### src/cbf_pkg.sv
// Shared types and character constants for the comment blanking filter.
package cbf_pkg;

  localparam int unsigned QDEPTH = 4;
  localparam int unsigned QCW    = $clog2(QDEPTH + 1);

  localparam logic [7:0] CH_BLANK  = 8'h20;
  localparam logic [7:0] CH_LF     = 8'h0A;
  localparam logic [7:0] CH_HASH   = 8'h23;
  localparam logic [7:0] CH_SLASH  = 8'h2F;
  localparam logic [7:0] CH_STAR   = 8'h2A;
  localparam logic [7:0] CH_LPAREN = 8'h28;
  localparam logic [7:0] CH_RPAREN = 8'h29;
  localparam logic [7:0] CH_DQUOTE = 8'h22;
  localparam logic [7:0] CH_SQUOTE = 8'h27;
  localparam logic [7:0] CH_BSLASH = 8'h5C;

  typedef enum logic [7:0] {
    MODE_NORMAL     = 8'b0000_0001,
    MODE_QUOTE      = 8'b0000_0010,
    MODE_QUOTE_ESC  = 8'b0000_0100,
    MODE_LINE       = 8'b0000_1000,
    MODE_SLASH_BLK  = 8'b0001_0000,
    MODE_SLASH_STAR = 8'b0010_0000,
    MODE_PAREN_BLK  = 8'b0100_0000,
    MODE_PAREN_STAR = 8'b1000_0000
  } scan_mode_t;

endpackage

### src/comment_blanking_filter_top.sv
// Comment blanking filter: streams text and replaces comments with spaces.
//
//  channel | direction | handshake           | payload
//  --------+-----------+---------------------+----------------------
//  input   | in        | in_valid / in_ready | text_byte, final_byte
//  output  | out       | out_valid/out_ready | out_byte, out_final
//
// One byte per cycle is taken while in_ready; each gives zero, one or two output
// words in the next cycle, and over a text the counts match one to one.
// The scanner state updates at the input edge and the words go into a
// four-entry output queue; input is taken while at least two entries are free.
// A stalled output fills the queue and then holds off input, nothing is lost.
// Reset (synchronous) empties the queue and returns the scanner to line start.
module comment_blanking_filter_top (
  input  logic       clk,
  input  logic       rst,
  input  logic       in_valid,
  output logic       in_ready,
  input  logic [7:0] text_byte,
  input  logic       final_byte,
  output logic       out_valid,
  input  logic       out_ready,
  output logic [7:0] out_byte,
  output logic       out_final
);
  import cbf_pkg::*;

  scan_mode_t scan_mode, scan_mode_next;
  logic       quote_is_double, quote_is_double_next;
  logic [7:0] held_byte, held_byte_next;
  logic       held_valid, held_valid_next;
  logic       line_start, line_start_next;

  logic [7:0]     q_byte [QDEPTH];
  logic           q_fin  [QDEPTH];
  logic [7:0]     q_byte_next [QDEPTH];
  logic           q_fin_next  [QDEPTH];
  logic [QCW-1:0] count, count_next, count_pop;

  logic       in_accept, out_pop;
  logic [1:0] n_res;
  logic [7:0] r0, r1;
  logic       f0, f1;

  // Handling of the current byte as normal text with nothing held.
  logic       norm_emit, norm_hold, norm_qd;
  logic [7:0] norm_byte;
  scan_mode_t norm_mode;

  assign in_ready  = (count <= QCW'(QDEPTH - 2));
  assign in_accept = in_valid && in_ready;
  assign out_valid = (count != '0);
  assign out_pop   = out_valid && out_ready;
  assign out_byte  = q_byte[0];
  assign out_final = q_fin[0];

  always_comb begin
    norm_emit = 1'b1;
    norm_hold = 1'b0;
    norm_qd   = quote_is_double;
    norm_byte = text_byte;
    norm_mode = MODE_NORMAL;
    if (line_start && text_byte == CH_HASH) begin
      norm_mode = MODE_LINE;
      norm_byte = CH_BLANK;
    end else if ((text_byte == CH_SLASH || text_byte == CH_LPAREN) && !final_byte) begin
      norm_emit = 1'b0;
      norm_hold = 1'b1;
    end else if (text_byte == CH_DQUOTE || text_byte == CH_SQUOTE) begin
      norm_mode = MODE_QUOTE;
      norm_qd   = (text_byte == CH_DQUOTE);
    end
  end

  always_comb begin
    scan_mode_next       = scan_mode;
    quote_is_double_next = quote_is_double;
    held_byte_next       = held_byte;
    held_valid_next      = held_valid;
    n_res = 2'd0;
    r0    = CH_BLANK;
    r1    = CH_BLANK;

    if (held_valid) begin
      held_valid_next = 1'b0;
      if (held_byte == CH_SLASH && text_byte == CH_SLASH) begin
        scan_mode_next = MODE_LINE;
        n_res = 2'd2;
      end else if (held_byte == CH_SLASH && text_byte == CH_STAR) begin
        scan_mode_next = MODE_SLASH_BLK;
        n_res = 2'd2;
      end else if (held_byte == CH_LPAREN && text_byte == CH_STAR) begin
        scan_mode_next = MODE_PAREN_BLK;
        n_res = 2'd2;
      end else begin
        // The held byte opened nothing: send it, then treat this byte as text.
        r0 = held_byte;
        r1 = norm_byte;
        n_res = norm_emit ? 2'd2 : 2'd1;
        scan_mode_next       = norm_mode;
        quote_is_double_next = norm_qd;
        held_valid_next      = norm_hold;
        if (norm_hold) begin
          held_byte_next = text_byte;
        end
      end
    end else begin
      n_res = 2'd1;
      r0    = CH_BLANK;
      case (scan_mode)
        MODE_QUOTE: begin
          r0 = text_byte;
          if (text_byte == CH_BSLASH) begin
            scan_mode_next = MODE_QUOTE_ESC;
          end else if (text_byte == (quote_is_double ? CH_DQUOTE : CH_SQUOTE)) begin
            scan_mode_next = MODE_NORMAL;
          end
        end
        MODE_QUOTE_ESC: begin
          r0 = text_byte;
          scan_mode_next = MODE_QUOTE;
        end
        MODE_LINE: begin
          if (text_byte == CH_LF) begin
            r0 = text_byte;
            scan_mode_next = MODE_NORMAL;
          end
        end
        MODE_SLASH_BLK, MODE_SLASH_STAR: begin
          if (scan_mode == MODE_SLASH_STAR && text_byte == CH_SLASH) begin
            scan_mode_next = MODE_NORMAL;
          end else begin
            scan_mode_next = (text_byte == CH_STAR) ? MODE_SLASH_STAR : MODE_SLASH_BLK;
          end
        end
        MODE_PAREN_BLK, MODE_PAREN_STAR: begin
          if (scan_mode == MODE_PAREN_STAR && text_byte == CH_RPAREN) begin
            scan_mode_next = MODE_NORMAL;
          end else begin
            scan_mode_next = (text_byte == CH_STAR) ? MODE_PAREN_STAR : MODE_PAREN_BLK;
          end
        end
        default: begin
          r0    = norm_byte;
          n_res = norm_emit ? 2'd1 : 2'd0;
          scan_mode_next       = norm_mode;
          quote_is_double_next = norm_qd;
          held_valid_next      = norm_hold;
          if (norm_hold) begin
            held_byte_next = text_byte;
          end
        end
      endcase
    end

    line_start_next = (text_byte == CH_LF);
    f0 = final_byte && (n_res == 2'd1);
    f1 = final_byte;

    // The last byte of a text ends any open comment or string.
    if (final_byte) begin
      scan_mode_next       = MODE_NORMAL;
      quote_is_double_next = 1'b0;
      held_byte_next       = '0;
      held_valid_next      = 1'b0;
      line_start_next      = 1'b1;
    end
  end

  // Output queue: head at entry 0, shifts on pop, new words appended behind.
  always_comb begin
    count_pop = count - QCW'(out_pop);
    for (int i = 0; i < QDEPTH; i++) begin
      if (out_pop && i < QDEPTH - 1) begin
        q_byte_next[i] = q_byte[i + 1];
        q_fin_next[i]  = q_fin[i + 1];
      end else begin
        q_byte_next[i] = q_byte[i];
        q_fin_next[i]  = q_fin[i];
      end
      if (in_accept && n_res != 2'd0 && QCW'(i) == count_pop) begin
        q_byte_next[i] = r0;
        q_fin_next[i]  = f0;
      end
      if (in_accept && n_res == 2'd2 && QCW'(i) == count_pop + QCW'(1)) begin
        q_byte_next[i] = r1;
        q_fin_next[i]  = f1;
      end
    end
    count_next = in_accept ? count_pop + QCW'(n_res) : count_pop;
  end

  always_ff @(posedge clk) begin
    if (rst) begin
      scan_mode       <= MODE_NORMAL;
      quote_is_double <= 1'b0;
      held_byte       <= '0;
      held_valid      <= 1'b0;
      line_start      <= 1'b1;
      count           <= '0;
    end else begin
      if (in_accept) begin
        scan_mode       <= scan_mode_next;
        quote_is_double <= quote_is_double_next;
        held_byte       <= held_byte_next;
        held_valid      <= held_valid_next;
        line_start      <= line_start_next;
      end
      count <= count_next;
    end
  end

  always_ff @(posedge clk) begin
    for (int i = 0; i < QDEPTH; i++) begin
      q_byte[i] <= q_byte_next[i];
      q_fin[i]  <= q_fin_next[i];
    end
  end

  a_count_bound: assert property (@(posedge clk) disable iff (rst)
    count <= QCW'(QDEPTH))
    else $error("output queue count out of range");

  a_held_normal: assert property (@(posedge clk) disable iff (rst)
    held_valid |-> scan_mode == MODE_NORMAL)
    else $error("byte held outside normal text");

  a_final_resets: assert property (@(posedge clk) disable iff (rst)
    in_accept && final_byte |=> !held_valid && line_start && scan_mode == MODE_NORMAL)
    else $error("scanner not back at line start after last byte");

  a_pop_only: assert property (@(posedge clk) disable iff (rst)
    out_pop && !in_accept |=> count == $past(count) - QCW'(1))
    else $error("queue count wrong after pop");

endmodule
### config.mk
export PLATFORM = sky130hd
export DESIGN_NAME = comment_blanking_filter_top
export DESIGN_NICKNAME = d
export VERILOG_FILES = /design/src/cbf_pkg.sv /design/src/comment_blanking_filter_top.sv
export SDC_FILE = /design/constraint.sdc
export NUM_CORES = 1
export LEC_CHECK = 0
export BUFFER_PORTS_ARGS = -buffer_cell sky130_fd_sc_hd__buf_2
export CORE_ASPECT_RATIO = 0.6
export CORE_MARGIN = 1.5
export CORE_UTILIZATION = 31
export DETAILED_ROUTE_END_ITERATION = 8
export PLACE_DENSITY = 0.42
export REMOVE_ABC_BUFFERS = 1
export SETUP_SLACK_MARGIN = 0.3
export SLEW_MARGIN = 25
export SYNTH_ARGS = -nofsm -noshare
export SYNTH_HDL_FRONTEND = slang
export SYNTH_SLANG_ARGS = --single-unit
### constraint.sdc
create_clock -name clk -period 7.45 [get_ports clk]
set_input_delay 1.1175 -clock clk [delete_from_list [all_inputs] [get_ports clk]]
set_output_delay 1.1175 -clock clk [all_outputs]
set_load 0.02 [all_outputs]
## After elaboration in Yosys (flattened, before gate mapping)

Memory sizes are Yosys's and may differ from the RTL's.
Cells that the tools add are included.
Widths: inputs -> output; s select.

- Magnitude comparators: 1
- Eq/ne operators: 33
- Reductions and logical operators: 34
- Add/subtract/negate cells: 3
- Muxes and demuxes: 85

Operator list:

| cell | number |
|---|---|
| $mux 8 | 39 |
| $eq 8x6->1 const B | 10 |
| $pmux 8 s5 | 1 |
| $mux 1 | 33 |
| $pmux 8 s3 | 1 |
| $logic_and 1x1->1 | 20 |
| $eq 8x4->1 const B | 2 |
| $eq 8x7->1 const B | 2 |
| $mux 2 | 7 |
| $eq 2x3->1 const A | 4 |
| $mux 6 | 2 |
| $ne 3x3->1 const B | 3 |
| $eq 8x2->1 const B | 1 |
| $eq 8x3->1 const B | 1 |
| $eq 8x5->1 const B | 1 |
| $eq 8x6->1 | 1 |
| $eq 8x8->1 const B | 1 |
| $reduce_or 7->1 | 1 |
| $eq 1x3->1 const A | 2 |
| $logic_not 3->1 | 2 |
| $mux 3 | 2 |
| $reduce_or 2->1 | 3 |
| $ne 5x5->1 const B | 1 |
| $reduce_and 5->1 | 1 |
| other kinds (14) | 15 |

- Word-level logic and storage cells: 164
- RAM bits: 36
- Output and inout port bits: 11
- Register bits: 22
- Memories kept: 2

Memory list:

| memory | depth | width | rd ports | clocked after Yosys merged registers in | wr ports | line | source |
|---|---|---|---|---|---|---|---|
| q_byte | 4 | 8 | 4 | 0 | 4 | comment_blanking_filter_top.sv:34 | `logic [7:0] q_byte [QDEPTH];` |
| q_fin | 4 | 1 | 4 | 0 | 4 | comment_blanking_filter_top.sv:35 | `logic q_fin [QDEPTH];` |

## Logic depth before layout (Yosys ltp)

- Depth in word-level cells: 15
- Gate-level depth with buffers: 14

## Least setup slack after synthesis

OpenSTA, ideal clock, no wires.

- Path type: input -> register
- Start point: input out_ready
- End point: memory q_byte[3][0] (enable)
- Required time: 7.073 ns
- Path slack: 3.752 ns
- Stages: 12
- Buffers on the path: 2
- Arrival time: 3.321 ns
- Cell sequence: nand2_1 > inv_1 > ha_1 > ha_1 > xor2_1 > inv_1 > ha_1 > and2_0 > and3_1 > buf_2 > buf_4 > o21bai_1

RTL lines:

| item | line | source |
|---|---|---|
| start: declaration | comment_blanking_filter_top.sv:22 | `input logic out_ready,` |
| end: declaration | comment_blanking_filter_top.sv:34 |  |

==> flow_summary.yaml <==
outcome:
  status: "completed"
route:
  drt_wl_total_um: 11250
  post_drt_wl_per_cell_um: 19.33
  dr_total_vias: 3274
  routed_via_density: 5.625
  drc: 0
  drt-initial-drc-count: 342
  drt_pass1_iterations: 4
  ant_nets: 0
setup_path:
  cp-endpoint: "q_byte[3][6]"
  cp.arrival_ns: 3.91
  reg2reg_depth: 11
  crit_required_ns: 7.40
  crit_start: "out_ready"
  r2r-start: "count[2]"
  rrSetupSlack_ns: 3.63
  cp_max_fo: 16
  critPathLaunchType: "input port"
  end_kind: "flip-flop"
  worstReg2RegEnd: "q_byte[3][6]"
  crit_type: "input port to flip-flop"
clock_network:
  cts_tree: "built"
  ctsHoldBuffers: 0
  cts_buffers: 9
  post-cts-setup-buffers: 0
  post_cts_resized: 0
  clock_sinks: 58
  htreeDepth: 3
  cts.reportedPaths.clkPinSlew_ns: 0.05
  clk_latency_ns: 0.33
  ctsRootBufferMaster: "clkbuf_16"
  clk_path_buf_depth: 2
sta:
  fin_crit_sh_pct: 53.15
  setup_violations: 0
  clock_skew_ns: 0.005693
  maxSlewViolCount: 0
  layout_min_cycle_time_ns: 3.959
  rsz0062_at_grt: "false"
  timing.fmax_mhz: 252.6
  tightest_slew_ns: 0.9473
  hold_viol: 0
  maxSlewHeadroom_pct: 36.05
  finalSetupTns_ns: 0
die:
  die_h_um: 87.04
  core_um2: 11370
  die_width_um: 143.1
  start_util_pct: 32.08
  dieArea_um2: 12450
  io_pins: 24
  std_cell_rows: 30
synthesis:
  ys_seq_elements: 58
  synth_area_um2: 3648
  post_synth_num_cell_types: 68
  synthArstFlopShare_pct: 0
  syn-mean-instance-area_um2: 8.942
  ys_seq_area_share_pct: 41.70
  ys_warn_count: 0
  synthesis.instances: 408
  synth-edff-count: 36
  synth_top_flop_cell: "edfxtp_1"
placed_design:
  dp_hpwl_um: 8446
  gp_congestion: 0.8236
  io_buffers: 23
hold_path:
  hp-class: "flip-flop to flip-flop"
layout:
  multi_input_area_um2: 1969
  final_util_pct: 36.52
  syn_to_final_growth_pct: 13.85
  n_fill_cell: 1179
  regArea_um2: 1521
  drive_gt1_share_pct: 11.85
  n_antenna_cell: 0
  nets: 435
global_routing:
  grt_pass1_vias: 3076
  grt_overflow: 0
  grt_usage_pct: 19.62
  grt_pass1_wl_um: 18080
  antenna_found_initial: 0
  grt_max_degree: 26
power:
  power.density_nw_per_um2: 352.4
  p_leak_nw: 1.465
  ir_drop_mv: 0.1208
run:
  max_cap_viol_count: 0
cells by family after synthesis:
logic type / count (synthesis) / synth area share [%]
AOI/OAI and AO/OA: 119 / 23.25
adders and majority gates: 5 / 1.921
buffers and inverters: 37 / 4.458
muxes: 3 / 0.8916
xor gates and xnor gates: 5 / 1.200
and+or+nand+nor: 181 / 26.58
DFF: 58 / 41.70
sequential cells by signal, indices dropped and copies added (netlist names):
| register | cells |
|---|---|
| scan_mode | 8 |
| line_start | 1 |
| q_byte | 32 |
| held_byte | 8 |
| quote_is_double | 1 |
| held_valid | 1 |
| count | 3 |
| q_fin | 4 |
through the flow:
stage	instances	area [um2]	hold WS (ns)	total power, mW	setup WS (ns)
floorplan	382	3527	0.4319	0.8868	3.727
global placement	566	3850	0.4777	1.050	3.200
detailed placement	566	3855	0.4781	1.049	3.163
CTS	582	4154	0.4899	1.473	3.499
global route	582	4154	0.5205	1.565	3.120
finish	582	4154	0.4926	1.464	3.491
placed cells by master (no fill, tap or decap), types with 10 or more instances in the layout:
cell type,instances
dfxtp_1,22
nand2_1,35
o21ai_0,19
a21oi_1,27
nand3_1,28
nor3_1,19
edfxtp_1,36
o211ai_1,10
inv_1,11
nor2_1,42
buf_2,23
and3_1,10
power by group:
part | internal (mW) | switching [mW]
Clock | 0.275 | 0.144
Sequential | 0.496 | 0.0416
Combinational | 0.166 | 0.340
Total | 0.938 | 0.526
final cells by class:
class | instances | area share (%)
multi-input combinational | 313 | 47.41
sequential | 58 | 36.63
clock buffer | 13 | 6.265
tap | 160 | 4.819
timing repair buffer | 24 | 2.952
inverter | 11 | 0.9940
clock inverter | 3 | 0.9337
synthesized netlist by cell type (all sizes together) (9+ instances only):
cell	number	area (um2)
a211oi	9	67.56
a21oi	28	143.9
and2	9	56.31
and3	10	62.56
clkbuf	19	72.56
dfxtp	22	440.4
edfxtp	36	1081
inv	11	41.29
nand2	35	131.4
nand3	28	140.1
nor2	42	157.7
nor3	19	95.09
o211ai	10	75.07
o21ai	19	95.09
how the worst min path moves through the flow:
| stage | start | end | slack [ns] | depth (start not counted) |
|---|---|---|---|---|
| final | held_byte[5] | held_byte[5] | 0.49 | 1 |
| after floorplan | held_byte[5] | held_byte[5] | 0.43 | 1 |
| after global placement | held_byte[5] | held_byte[5] | 0.48 | 1 |
| after CTS | held_byte[5] | held_byte[5] | 0.49 | 1 |
| after detailed placement | held_byte[5] | held_byte[5] | 0.48 | 1 |
| after global routing | held_byte[4] | held_byte[4] | 0.52 | 1 |
routing by layer:
layer | part of all wire [%] | vias to the layer above | global-route usage [%]
met5 | 0 | - | 0
met4 | 0.86 | 0 | 3.374
met3 | 8.9 | 8 | 6.157
met2 | 35 | 138 | 24.55
met1 | 55 | 1553 | 31.74
li1 | - | 1575 | -
worst max-delay path: stages:
cell,delay [ns]
buf_2,0.09
nand2_1,0.13
inv_1,0.06
ha_1,0.18
ha_1,0.19
xor2_1,0.40
inv_1,0.14
ha_1,0.30
and2_0,0.26
and3_1,0.55
o21bai_1,0.49
(Power assumes the default switching activity.)
